[src/rtl/srrt_pkg.sv]
package srrt_pkg;

  // packet layout in bytes
  localparam logic [7:0] HDR_BYTES   = 8'd3;
  localparam logic [7:0] ENTRY_BYTES = 8'd2;

  // register reset values
  localparam logic [7:0] PEER_CAP_RST = 8'd255;
  localparam logic [7:0] OWN_CAP_RST  = 8'd255;
  localparam logic [7:0] IDLE_THR_RST = 8'd100;

  // width of a per-packet entry count, up to (255 - 3) / 2
  localparam int unsigned EntW = 7;

  typedef enum logic [1:0] {
    REQ_POLL  = 2'd0,
    REQ_META  = 2'd1,
    REQ_DATA  = 2'd2,
    REQ_OTHER = 2'd3
  } req_e;

  typedef enum logic [1:0] {
    KIND_ACK   = 2'd0,
    KIND_CMPL  = 2'd1,
    KIND_MISS  = 2'd2,
    KIND_EMPTY = 2'd3
  } kind_e;

  typedef enum logic [1:0] {
    REG_PEER_CAP = 2'd0,
    REG_OWN_CAP  = 2'd1,
    REG_IDLE_THR = 2'd2
  } reg_idx_e;

  typedef enum logic [2:0] {
    ST_IDLE,
    ST_MARK,
    ST_CLEAR,
    ST_ADV,
    ST_CMPL,
    ST_SCAN_CHK,
    ST_SCAN_EV
  } state_e;

  typedef struct packed {
    logic [7:0]      idle_thr;
    logic [EntW-1:0] pkt_entries;
  } cfg_t;

  typedef struct packed {
    kind_e       kind;
    logic [15:0] seq;
    logic [5:0]  miss;
    logic        eop;
    logic        last;
  } res_t;

endpackage

[src/rtl/srrt_map_ram.sv]
module srrt_map_ram #(
  parameter int unsigned Depth = 32,
  parameter int unsigned AddrW = 5
) (
  input  logic             clk_i,
  input  logic             we_i,
  input  logic [AddrW-1:0] waddr_i,
  input  logic             wdata_i,
  input  logic             re_i,
  input  logic [AddrW-1:0] raddr_i,
  output logic             rdata_o
);

  logic mem_q [Depth];
  logic rdata_q;

  always_ff @(posedge clk_i) begin
    if (we_i) begin
      mem_q[waddr_i] <= wdata_i;
    end
  end

  always_ff @(posedge clk_i) begin
    if (re_i) begin
      rdata_q <= mem_q[raddr_i];
    end
  end

  assign rdata_o = rdata_q;

endmodule

[src/rtl/srrt_cfg_regs.sv]
module srrt_cfg_regs (
  input  logic               clk_i,
  input  logic               rst_ni,
  input  logic               psel,
  input  logic               penable,
  input  logic               pwrite,
  input  logic [3:0]         paddr,
  input  logic [31:0]        pwdata,
  output logic [31:0]        prdata,
  output logic               pready,
  output srrt_pkg::cfg_t     cfg_o
);

  logic [7:0] peer_cap_q, peer_cap_d;
  logic [7:0] own_cap_q, own_cap_d;
  logic [7:0] idle_thr_q, idle_thr_d;
  logic [1:0] reg_idx;
  logic       wr_en;
  logic [7:0] cap;

  assign reg_idx = paddr[3:2];
  assign wr_en   = psel & penable & pwrite;
  assign pready  = 1'b1;

  always_comb begin
    peer_cap_d = peer_cap_q;
    own_cap_d  = own_cap_q;
    idle_thr_d = idle_thr_q;
    prdata     = '0;
    case (reg_idx)
      srrt_pkg::REG_PEER_CAP: begin
        prdata = {24'd0, peer_cap_q};
        if (wr_en) peer_cap_d = pwdata[7:0];
      end
      srrt_pkg::REG_OWN_CAP: begin
        prdata = {24'd0, own_cap_q};
        if (wr_en) own_cap_d = pwdata[7:0];
      end
      srrt_pkg::REG_IDLE_THR: begin
        prdata = {24'd0, idle_thr_q};
        if (wr_en) idle_thr_d = pwdata[7:0];
      end
      default: prdata = '0;
    endcase
  end

  always_ff @(posedge clk_i or negedge rst_ni) begin
    if (!rst_ni) begin
      peer_cap_q <= srrt_pkg::PEER_CAP_RST;
      own_cap_q  <= srrt_pkg::OWN_CAP_RST;
      idle_thr_q <= srrt_pkg::IDLE_THR_RST;
    end else begin
      peer_cap_q <= peer_cap_d;
      own_cap_q  <= own_cap_d;
      idle_thr_q <= idle_thr_d;
    end
  end

  // missing numbers that fit one packet under the smaller capacity
  assign cap = (peer_cap_q < own_cap_q) ? peer_cap_q : own_cap_q;

  always_comb begin
    cfg_o.idle_thr = idle_thr_q;
    if (cap < srrt_pkg::HDR_BYTES + srrt_pkg::ENTRY_BYTES) begin
      cfg_o.pkt_entries = '0;
    end else begin
      cfg_o.pkt_entries = srrt_pkg::EntW'((cap - srrt_pkg::HDR_BYTES) / srrt_pkg::ENTRY_BYTES);
    end
  end

endmodule

[src/rtl/srrt_ctrl.sv]
module srrt_ctrl #(
  parameter int unsigned PARTS = 32,
  parameter int unsigned CntW  = 6,
  parameter int unsigned IdxW  = 5
) (
  input  logic               clk_i,
  input  logic               rst_ni,
  input  logic               in_valid_i,
  output logic               in_ready_o,
  input  logic [1:0]         req_type_i,
  input  logic [15:0]        part_total_i,
  input  logic [15:0]        part_number_i,
  input  logic               has_payload_i,
  input  srrt_pkg::cfg_t     cfg_i,
  input  logic               can_emit_i,
  output logic               emit_o,
  output srrt_pkg::res_t     res_o,
  output logic               mem_we_o,
  output logic [IdxW-1:0]    mem_waddr_o,
  output logic               mem_wdata_o,
  output logic               mem_re_o,
  output logic [IdxW-1:0]    mem_raddr_o,
  input  logic               mem_rdata_i
);

  srrt_pkg::state_e state_q, state_d;

  logic [1:0]               req_q, req_d;
  logic [CntW-1:0]          pc_q, pc_d;
  logic [CntW-1:0]          cnt_q, cnt_d;
  logic [CntW-1:0]          pos_q, pos_d;
  logic [15:0]              seq_q, seq_d;
  logic [7:0]               idle_q, idle_d;
  logic                     meta_q, meta_d;
  logic                     link_q, link_d;
  logic                     done_q, done_d;
  logic [srrt_pkg::EntW-1:0] found_q, found_d;
  logic [5:0]               pend_q, pend_d;

  logic [15:0] num_m1;
  logic        reject;
  logic        adv;
  logic [7:0]  idle_inc;
  logic        round_end;

  assign num_m1   = part_number_i - 16'd1;
  assign reject   = (part_number_i == 16'd0) || (part_number_i > 16'(pc_q)) || !meta_q;
  assign adv      = link_q && meta_q && (pc_q != '0);
  assign idle_inc = (idle_q == 8'hFF) ? idle_q : idle_q + 8'd1;
  assign round_end = adv && (idle_inc >= cfg_i.idle_thr);

  always_comb begin
    state_d     = state_q;
    req_d       = req_q;
    pc_d        = pc_q;
    cnt_d       = cnt_q;
    pos_d       = pos_q;
    seq_d       = seq_q;
    idle_d      = idle_q;
    meta_d      = meta_q;
    link_d      = link_q;
    done_d      = done_q;
    found_d     = found_q;
    pend_d      = pend_q;
    in_ready_o  = (state_q == srrt_pkg::ST_IDLE);
    emit_o      = 1'b0;
    res_o       = '0;
    mem_we_o    = 1'b0;
    mem_waddr_o = pos_q[IdxW-1:0];
    mem_wdata_o = 1'b0;
    mem_re_o    = 1'b0;
    mem_raddr_o = pos_q[IdxW-1:0];

    case (state_q)
      srrt_pkg::ST_IDLE: begin
        if (in_valid_i && !done_q) begin
          req_d = req_type_i;
          if (req_type_i != srrt_pkg::REQ_POLL) idle_d = '0;
          case (req_type_i)
            srrt_pkg::REQ_META: begin
              pc_d    = (part_total_i > 16'(PARTS)) ? CntW'(PARTS)
                                                     : part_total_i[CntW-1:0];
              cnt_d   = '0;
              meta_d  = 1'b1;
              seq_d   = 16'd1;
              pos_d   = '0;
              state_d = srrt_pkg::ST_CLEAR;
            end
            srrt_pkg::REQ_DATA: begin
              if (!reject) begin
                link_d = 1'b1;
                if (has_payload_i) begin
                  mem_re_o    = 1'b1;
                  mem_raddr_o = num_m1[IdxW-1:0];
                  pos_d       = num_m1[CntW-1:0];
                  state_d     = srrt_pkg::ST_MARK;
                end
              end
            end
            default: state_d = srrt_pkg::ST_ADV;
          endcase
        end
      end

      // read-modify-write of the part bit, counting only fresh arrivals
      srrt_pkg::ST_MARK: begin
        mem_we_o    = 1'b1;
        mem_wdata_o = 1'b1;
        if (!mem_rdata_i) cnt_d = cnt_q + CntW'(1);
        state_d = srrt_pkg::ST_ADV;
      end

      srrt_pkg::ST_CLEAR: begin
        if (pos_q == pc_q) begin
          state_d = srrt_pkg::ST_ADV;
        end else begin
          mem_we_o = 1'b1;
          pos_d    = pos_q + CntW'(1);
        end
      end

      srrt_pkg::ST_ADV: begin
        if (req_q != srrt_pkg::REQ_META || can_emit_i) begin
          if (req_q == srrt_pkg::REQ_META) begin
            emit_o     = 1'b1;
            res_o.kind = srrt_pkg::KIND_ACK;
            res_o.eop  = 1'b1;
            res_o.last = !round_end;
          end
          if (adv) idle_d = round_end ? 8'd0 : idle_inc;
          if (!round_end) begin
            state_d = srrt_pkg::ST_IDLE;
          end else if (cnt_q == pc_q) begin
            state_d = srrt_pkg::ST_CMPL;
          end else begin
            pos_d   = '0;
            found_d = '0;
            state_d = srrt_pkg::ST_SCAN_CHK;
          end
        end
      end

      srrt_pkg::ST_CMPL: begin
        if (can_emit_i) begin
          emit_o     = 1'b1;
          res_o.kind = srrt_pkg::KIND_CMPL;
          res_o.seq  = seq_q;
          res_o.eop  = 1'b1;
          res_o.last = 1'b1;
          seq_d      = seq_q + 16'd1;
          done_d     = 1'b1;
          state_d    = srrt_pkg::ST_IDLE;
        end
      end

      // closes packets; the held entry gets its end-of-packet flag here
      srrt_pkg::ST_SCAN_CHK: begin
        if (pos_q == pc_q || found_q == cfg_i.pkt_entries) begin
          if (can_emit_i) begin
            emit_o    = 1'b1;
            res_o.seq = seq_q;
            res_o.eop = 1'b1;
            seq_d     = seq_q + 16'd1;
            found_d   = '0;
            if (found_q == '0) begin
              res_o.kind = srrt_pkg::KIND_EMPTY;
              res_o.last = 1'b1;
              state_d    = srrt_pkg::ST_IDLE;
            end else begin
              res_o.kind = srrt_pkg::KIND_MISS;
              res_o.miss = pend_q;
              res_o.last = (pos_q == pc_q);
              if (pos_q == pc_q) state_d = srrt_pkg::ST_IDLE;
            end
          end
        end else begin
          mem_re_o = 1'b1;
          state_d  = srrt_pkg::ST_SCAN_EV;
        end
      end

      srrt_pkg::ST_SCAN_EV: begin
        if (mem_rdata_i) begin
          pos_d   = pos_q + CntW'(1);
          state_d = srrt_pkg::ST_SCAN_CHK;
        end else if (found_q == '0 || can_emit_i) begin
          if (found_q != '0) begin
            emit_o     = 1'b1;
            res_o.kind = srrt_pkg::KIND_MISS;
            res_o.seq  = seq_q;
            res_o.miss = pend_q;
          end
          pend_d  = 6'(pos_q) + 6'd1;
          found_d = found_q + srrt_pkg::EntW'(1);
          pos_d   = pos_q + CntW'(1);
          state_d = srrt_pkg::ST_SCAN_CHK;
        end
      end

      default: state_d = srrt_pkg::ST_IDLE;
    endcase
  end

  always_ff @(posedge clk_i or negedge rst_ni) begin
    if (!rst_ni) begin
      state_q <= srrt_pkg::ST_IDLE;
      req_q   <= srrt_pkg::REQ_POLL;
      pc_q    <= '0;
      cnt_q   <= '0;
      pos_q   <= '0;
      seq_q   <= 16'd1;
      idle_q  <= '0;
      meta_q  <= 1'b0;
      link_q  <= 1'b0;
      done_q  <= 1'b0;
      found_q <= '0;
    end else begin
      state_q <= state_d;
      req_q   <= req_d;
      pc_q    <= pc_d;
      cnt_q   <= cnt_d;
      pos_q   <= pos_d;
      seq_q   <= seq_d;
      idle_q  <= idle_d;
      meta_q  <= meta_d;
      link_q  <= link_d;
      done_q  <= done_d;
      found_q <= found_d;
    end
  end

  always_ff @(posedge clk_i) begin
    pend_q <= pend_d;
  end

  a_cnt_bound: assert property (@(posedge clk_i) disable iff (!rst_ni)
    cnt_q <= pc_q)
    else $error("received count above part count");

  a_emit_room: assert property (@(posedge clk_i) disable iff (!rst_ni)
    emit_o |-> can_emit_i)
    else $error("result issued while output stage full");

  a_silent_done: assert property (@(posedge clk_i) disable iff (!rst_ni)
    done_q |-> !emit_o && !mem_we_o)
    else $error("activity after completion");

  a_found_bound: assert property (@(posedge clk_i) disable iff (!rst_ni)
    (state_q == srrt_pkg::ST_SCAN_CHK || state_q == srrt_pkg::ST_SCAN_EV)
      |-> found_q <= cfg_i.pkt_entries && pos_q <= pc_q)
    else $error("scan ran past packet or part count");

  a_mark_then_adv: assert property (@(posedge clk_i) disable iff (!rst_ni)
    state_q == srrt_pkg::ST_MARK |=> state_q == srrt_pkg::ST_ADV)
    else $error("mark not followed by idle update");

endmodule

[src/rtl/selective_repeat_receive_tracker_unit.sv]
// Receive-side tracker for a selective-repeat transfer. Each accepted item is
// handled on its own by a sequencer around one part bitmap held in a
// synchronous memory: an idle poll or unknown message goes straight to the
// update step, a data part with payload is read, marked and then updated,
// metadata first zeroes the bitmap entries of the new transfer one per cycle,
// and a round end completes the transfer if every part is in, else scans the
// parts, one memory read each, and closes control packets. A stalled result
// consumer holds the sequencer only when a further result has to be issued.
// Results come out of a one-entry output register; kind, packet_sequence,
// missing_part, end_of_packet and last describe one line of a control packet.
module selective_repeat_receive_tracker_unit #(
  parameter int unsigned PARTS = 32
) (
  input  logic        clk_i,
  input  logic        rst_ni,
  input  logic        psel,
  input  logic        penable,
  input  logic        pwrite,
  input  logic [3:0]  paddr,
  input  logic [31:0] pwdata,
  output logic [31:0] prdata,
  output logic        pready,
  input  logic        in_valid_i,
  output logic        in_ready_o,
  input  logic [1:0]  req_type_i,
  input  logic [15:0] part_total_i,
  input  logic [15:0] part_number_i,
  input  logic        has_payload_i,
  output logic        out_valid_o,
  input  logic        out_ready_i,
  output logic [1:0]  kind_o,
  output logic [15:0] packet_sequence_o,
  output logic [5:0]  missing_part_o,
  output logic        end_of_packet_o,
  output logic        last_o
);

  localparam int unsigned CntW = $clog2(PARTS + 1);
  localparam int unsigned IdxW = (PARTS > 1) ? $clog2(PARTS) : 1;

  srrt_pkg::cfg_t cfg;
  srrt_pkg::res_t res;
  srrt_pkg::res_t out_q;
  logic           out_valid_q, out_valid_d;
  logic           can_emit;
  logic           emit;
  logic           mem_we, mem_wdata, mem_re, mem_rdata;
  logic [IdxW-1:0] mem_waddr, mem_raddr;

  srrt_cfg_regs u_cfg (
    .clk_i   (clk_i),
    .rst_ni  (rst_ni),
    .psel    (psel),
    .penable (penable),
    .pwrite  (pwrite),
    .paddr   (paddr),
    .pwdata  (pwdata),
    .prdata  (prdata),
    .pready  (pready),
    .cfg_o   (cfg)
  );

  srrt_map_ram #(
    .Depth (PARTS),
    .AddrW (IdxW)
  ) u_map (
    .clk_i   (clk_i),
    .we_i    (mem_we),
    .waddr_i (mem_waddr),
    .wdata_i (mem_wdata),
    .re_i    (mem_re),
    .raddr_i (mem_raddr),
    .rdata_o (mem_rdata)
  );

  srrt_ctrl #(
    .PARTS (PARTS),
    .CntW  (CntW),
    .IdxW  (IdxW)
  ) u_ctrl (
    .clk_i         (clk_i),
    .rst_ni        (rst_ni),
    .in_valid_i    (in_valid_i),
    .in_ready_o    (in_ready_o),
    .req_type_i    (req_type_i),
    .part_total_i  (part_total_i),
    .part_number_i (part_number_i),
    .has_payload_i (has_payload_i),
    .cfg_i         (cfg),
    .can_emit_i    (can_emit),
    .emit_o        (emit),
    .res_o         (res),
    .mem_we_o      (mem_we),
    .mem_waddr_o   (mem_waddr),
    .mem_wdata_o   (mem_wdata),
    .mem_re_o      (mem_re),
    .mem_raddr_o   (mem_raddr),
    .mem_rdata_i   (mem_rdata)
  );

  // output register frees up in the same cycle its item is taken
  assign can_emit = !out_valid_q || out_ready_i;

  always_comb begin
    out_valid_d = out_valid_q;
    if (emit) begin
      out_valid_d = 1'b1;
    end else if (out_ready_i) begin
      out_valid_d = 1'b0;
    end
  end

  always_ff @(posedge clk_i or negedge rst_ni) begin
    if (!rst_ni) begin
      out_valid_q <= 1'b0;
    end else begin
      out_valid_q <= out_valid_d;
    end
  end

  always_ff @(posedge clk_i) begin
    if (emit) begin
      out_q <= res;
    end
  end

  assign out_valid_o       = out_valid_q;
  assign kind_o            = out_q.kind;
  assign packet_sequence_o = out_q.seq;
  assign missing_part_o    = out_q.miss;
  assign end_of_packet_o   = out_q.eop;
  assign last_o            = out_q.last;

endmodule
[config.mk]
export PLATFORM = sky130hd
export DESIGN_NAME = selective_repeat_receive_tracker_unit
export DESIGN_NICKNAME = d
export VERILOG_FILES = /design/src/rtl/srrt_pkg.sv /design/src/rtl/srrt_map_ram.sv /design/src/rtl/srrt_cfg_regs.sv /design/src/rtl/srrt_ctrl.sv /design/src/rtl/selective_repeat_receive_tracker_unit.sv
export SDC_FILE = /design/constraint.sdc
export NUM_CORES = 1
export LEC_CHECK = 0
export CAP_MARGIN = 40
export CORE_MARGIN = 2
export CORE_UTILIZATION = 52
export DETAILED_ROUTE_END_ITERATION = 16
export DONT_BUFFER_PORTS = 1
export PLACE_DENSITY_LB_ADDON = 0.25
export SYNTH_ARGS = -nofsm -noshare
export SYNTH_HDL_FRONTEND = slang
export SYNTH_SLANG_ARGS = --single-unit
[constraint.sdc]
create_clock -name clk_i -period 5.45 [get_ports clk_i]
set_input_delay 0 -clock clk_i [delete_from_list [all_inputs] [get_ports clk_i]]
set_output_delay 0 -clock clk_i [all_outputs]
set_load 0.05 [all_outputs]
Word level (Yosys, flattened, before mapping)
Memory sizes are Yosys's and may differ from the RTL's. A register that Yosys moved wholly into a read port is not among the register bits.
Index checks and enable logic that the tools add are counted.
W data, S select, Z words.
- multiplexer cells: 97
- shift-type cells: 0
- add/sub/neg operators: 7
- bitwise operators: 4
- divide/modulo/power cells: 0
- reductions and logical operators: 41
- magnitude comparators: 5
- equality and inequality tests: 37
- $mul: 0
- operators with widths (kind ; count):
    $pmux W16 S3 ; 2
    $mux W6 ; 14
    $mux W24 ; 3
    $mux W16 ; 4
    $mux W7 ; 8
    $mux W8 ; 7
    $mux W26 ; 2
    $mux W3 ; 13
    $pmux W6 S2 ; 3
    $mux W5 ; 5
    $ne A2 B1 Y1 const B ; 12
    $pmux W6 S4 ; 1
    $pmux W8 S3 ; 1
    $mux W1 ; 21
    $pmux W3 S7 ; 1
    $pmux W7 S3 ; 1
    $mux W17 ; 1
    $add A16 B1 Y16 const B ; 1
    $gt A16 B6 Y1 ; 1
    $gt A16 B6 Y1 const B ; 1
    $logic_not A16 Y1 ; 1
    $pmux W8 S2 ; 1
    $add A6 B1 Y6 const B ; 2
    $eq A6 B6 Y1 ; 2
    other kinds (44) ; 83
- bits in writable memories: 32
- input port bits: 78
- memories: 1
- latch bits: 0
- output and inout bits: 61
- ROM bits: 0
- register bits: 114
- memory list (name ; words ; bits a word ; read ports ; clocked after memory_dff ; write ports ; RTL line ; RTL):
    u_map.mem_q ; 32 ; 1 ; 1 ; 1 ; 1 ; srrt_map_ram.sv:14 ; logic mem_q [Depth];

Logic depth before layout (Yosys ltp)
- word-level depth: 9
- mapped depth: 21

Modules after synthesis
A second synthesis with hierarchy kept.
- cells, all modules: 865
- area total of the unflattened synthesis: 8752.1 µm²
- by module, submodules not included (module ; cells an instance ; instances ; sequential area each (µm²) ; area each (µm²)):
    srrt_ctrl ; 515 ; 1 ; 1607.8 ; 4528.1
    srrt_cfg_regs ; 201 ; 1 ; 624.3 ; 1868.0
    srrt_map_ram ; 120 ; 1 ; 991.0 ; 1527.7
    selective_repeat_receive_tracker_unit ; 29 ; 1 ; 805.8 ; 828.3

Worst setup path after synthesis
No wires, ideal clock.
- path type: reg2reg
- start: register u_cfg.own_cap_q[3]
- end: register out_q (netlist bit end_of_packet_o), enable pin
- period minus slack after synthesis: 5.971 ns
- arrival time: 5.526 ns
- setup time: 0.445 ns
- path slack: -0.521 ns
- stages on the path, launching flop included: 19
- required time: 5.005 ns
- path buffers: 1
- cell sequence: dfstp_2 inv_1 ha_1 or3_1 o211ai_1 o21ai_1 nand2_1 buf_2 mux2i_1 inv_1 ha_1 or3_1 or4_1 o211ai_1 mux2_2 or4_4 o31ai_4 o31ai_1 o21ai_0
- longest elaborated chain between the ends: 8
- RTL lines (what ; RTL line ; RTL):
    start: declaration ; srrt_cfg_regs.sv:15 ; logic [7:0] own_cap_q, own_cap_d;
    start signal: assignment ; srrt_cfg_regs.sv:50 ; own_cap_q <= srrt_pkg::OWN_CAP_RST;
    start signal: assignment ; srrt_cfg_regs.sv:54 ; own_cap_q <= own_cap_d;
    $lt A8 B8 Y1 ; srrt_cfg_regs.sv:60 ; assign cap = (peer_cap_q < own_cap_q) ? peer_cap_q : own_cap_q;
    $mux W8 (*) ; srrt_cfg_regs.sv:60 ;
    $sub A8 B2 Y8 / $lt A8 B3 Y1 (equally long branches) ; srrt_cfg_regs.sv:67, srrt_cfg_regs.sv:64 ;
    $mux W7 (*) ; srrt_cfg_regs.sv:64 ; if (cap < srrt_pkg::HDR_BYTES + srrt_pkg::ENTRY_BYTES) begin
    $eq A7 B7 Y1 (*) ; srrt_ctrl.sv:158 ; if (pos_q == pc_q || found_q == cfg_i.pkt_entries) begin
    $logic_or A1 B1 Y1 (*) ; srrt_ctrl.sv:158 ;
    $mux W1 (*) ; srrt_ctrl.sv:158 ;
    $pmux W1 S4 (*) ; srrt_ctrl.sv:74 ; case (state_q)
    net emit ; selective_repeat_receive_tracker_unit.sv:46 ; logic emit;
    end signal: assignment ; selective_repeat_receive_tracker_unit.sv:123 ; out_q <= res;
    end: declaration ; selective_repeat_receive_tracker_unit.sv:43 ; srrt_pkg::res_t out_q;
The timed path passes the listed nets; every way through them passes the cells marked *.
A chain may end at the register's enable or synchronous reset.

Worst setup path after layout
- start: register u_cfg.own_cap_q[2]
- end: register out_q (netlist bit packet_sequence_o[2]), enable pin
The elaborated chain is that of the path after synthesis.

==> impl_results.md <==
* Placed Area at 9283 sq um
* Slew HR at 42.54%
* HP Class: in2reg
* Largest net degree at the start of global routing at 83
* Yosys top cell by area: edfxtp_1
* Reg2reg start: u_cfg.own_cap_q[2]$_DFFE_PN1P_
* Dpl cells at 1163
* Share of the synthesized area in the top cell type at 21.50%
* Die Wd at 136.1 um
* Port bufs at 0
* Area Growth Syn to Fin at 15.06%
* CTS Buf Count at 17
* Most used DFF post-synth: edfxtp_1
* Tightest Pin Transition at 861.9 ps
* Via density per instance at 6.011
* Final Hold Fails at 0
* Grt met2 use at 42.80%
* CP max FO at 7
* Max_cap viols at 0
* Sequence of cells on the critical path: inv_1, ha_1, or3_1, o211ai_1, o21ai_1, nand2_2, mux2i_2, inv_1, ha_1, or3_1, or4_1, o211ai_1, mux2_2, or4_4, o31ai_4, o31ai_2, o21ai_2, buf_6
* # DRC at 0
* First-pass GRT wire length at 36970 um
* Post-synth EDFFs at 65
* Beginning of the worst hold path: part_number_i[11]
* Leak at 4.164 nW
* Finished Layout Cells at 1246
* Final GP Congestion at 0.8898
* CORE AREA at 17180 sq um
* Synth Register Bits at 147
* Setup ws final at 181.3 ps
* Post-Syn Area per Cell at 9.536 sq um
* Crit. Startpoint: u_cfg.own_cap_q[2]$_DFFE_PN1P_
* Most used routing layer: met2
* Fin crit share at 96.67%
* Endpoints failing setup at 0
* Hpwl dp at 15300 um
* Vias in the first global route at 7177
* Min Hold Slack at 33.92 ps
* I/O Pins at 139
* Layout Skew at 14.51 ps
* Crit path capture type: register
* Die Footprint at 18530 sq um
* Worst Path Required at 5600 ps
* Nets at 1123
* Antenna cells at 0
* CTS tree: done
* H-tree depth at 4
* Design area at 10450 sq um
* Top cells by area, synth: edfxtp_1 (21%), dfrtp_1 (17%), dfstp_2 (5.8%), ha_1 (5.1%), nor2_1 (4.6%)
* GRT Overall Usage at 25.55%
* Critical path's slowest cell: dfstp_2
* Overflow after GRT at 0
* Max clock buf depth at 2
* DR WL/cell at 18.43 um
* Initial antenna violation count at 0
* FILL cells at 1458
* Worst vdd ir at 306.0 uV
* Routed WL at 22960 um
* Router iterations before antenna repair at 5
* Top-count cell post-synth: nor2_1
* Commonest cells post-synth: nor2_1 (111), nand2_1 (93), edfxtp_1 (65)
* Clock slew seen by the registers of the worst setup and hold paths at 70 ps
* Layout cells sized above 1 at 12.54%
* Initial DRC count at 485
* CP Class: reg2reg
* Status: complete, no violations
* Post-layout min period at 5269 ps
* Die span in y at 136.1 um
* PD cells at 440.0 nW/um^2
* Fmax at 189.8 MHz
* Seq/Total Area, Yosys at 44.38%
* Crit path largest cell delay at 590 ps
* Vias at 7490
* Ys async rst share at 55.78%
* Post-Syn Instances at 952
* Clock sinks at 147
* CTS root buf: clkbuf_16
* Post-Syn Area at 9079 sq um
* Met3 Resource Use GR at 4.400%
* Worst setup SP type: register
* DRT antenna net count at 0
* CP arrival at 5420 ps
* Pre-CTS setup slack at 177.8 ps
* Core Rows at 48
* Slew Viols, Final at 0
* Synth cell types at 70
* Warnings from Yosys at 0
* Initial Util at 52.86%
* M1 GR Usage at 33.57%
* Skew-Pair Late Insertion Delay at 440 ps
[sequential cells by signal, indices dropped and copies added (netlist names), 2 cells and up]
name	flops
u_ctrl.pend_q	6
u_ctrl.state_q	3
u_map.mem_q	32
u_ctrl.idle_q	8
u_ctrl.seq_q	16
u_cfg.peer_cap_q	8
u_cfg.idle_thr_q	8
u_ctrl.found_q	7
u_cfg.own_cap_q	8
u_ctrl.req_q	2
u_ctrl.cnt_q	6
u_ctrl.pc_q	6
packet_sequence_o	16
u_ctrl.pos_q	6
kind_o	2
missing_part_o	6
[cells in the final DEF, fill, tap and decap left out, drive strengths merged, types with 34 or more instances in the layout]
master,instances
nand3,45
inv,51
nand2,93
mux2i,34
ha,37
edfxtp,65
o21ai,56
nor2,111
a21oi,35
dfrtp,62
dlygate4sd3,45
[cell type report]
type / count / area, sq um / share of cell area [%]
tap: 225 / 281.5 / 2.695
clock buffer: 17 / 425.4 / 4.072
inverter: 43 / 161.4 / 1.545
sequential: 147 / 4029 / 38.57
clock inverter: 15 / 188.9 / 1.809
timing repair buffer: 72 / 683.2 / 6.540
multi-input combinational: 727 / 4677 / 44.77
[cell families (layout without fill, tap and decap cells)]
| kind of cell | after synthesis | after routing | synth area share (%) |
|---|---|---|---|
| AO/OA/AOI/OAI | 197 | 197 | 14.71 |
| XOR/XNOR | 37 | 37 | 3.569 |
| adder cells (fa/ha/maj) | 37 | 37 | 5.099 |
| buffers and inverters | 101 | 147 | 5.306 |
| flip-flops | 147 | 147 | 44.38 |
| multiplexers | 61 | 61 | 7.098 |
| other | 2 | 25 | 0.08272 |
| AND/OR/NAND/NOR | 370 | 370 | 19.76 |
[timing repair]
item | 4_1_cts | 5_1_grt
setup buffers | 0 | 3
hold endpoints to repair | 120 | 0
gates resized for setup | 0 | 13
hold buffers | 46 | 0
endpoints found under the setup margin | 0 | 66
[where the power goes]
part | total, mW | switching [mW] | internal, mW
sequential | 1.66 | 0.284 | 1.37
clock | 1.21 | 0.551 | 0.661
combinational | 1.73 | 1.05 | 0.678
total | 4.60 | 1.89 | 2.71
[critical path: cells and delay by family, from the launching register on]
family / cells / cell delay (ps)
AND/OR/NAND/NOR: 5 / 1750
AO/OA/AOI/OAI: 6 / 1120
multiplexers: 2 / 670
flip-flops: 1 / 590
adder cells (fa/ha/maj): 2 / 500
buffers and inverters: 3 / 360
[per-stage QoR]
stage	power, mW	TNS [ps]	util, %
CTS	4.536	0	60.40
floorplan	2.879	0	-
detailed placement	3.268	0	54.04
global placement	3.223	0	53.59
global route	4.846	-918.5	60.82
finish	4.596	0	60.82
[metal layers]
layer / up-vias / part of all wire, %
li1: 3546 / -
met2: 257 / 49
met5: - / 0
met4: 0 / 2.2
met1: 3644 / 44
met3: 43 / 4.5
[worst paths after layout]
| kind | end | slack (ps) | cells past startpoint |
|---|---|---|---|
| setup / recovery | packet_sequence_o[2]$_DFFE_PP_ | 180 | 18 |
| setup reg to reg | packet_sequence_o[2]$_DFFE_PP_ | 180 | 18 |
| hold reg to reg | u_ctrl.done_q$_DFFE_PN0P_ | 460 | 1 |
| max in group asynchronous | u_ctrl.seq_q[0]$_DFFE_PN1P_ | 4950 | 2 |
| hold / removal | u_ctrl.link_q$_DFFE_PN0P_ | 30 | 4 |
| min in group asynchronous | u_ctrl.pos_q[0]$_DFFE_PN0P_ | 160 | 2 |
No activity file was read; power rests on OpenSTA's default activity.
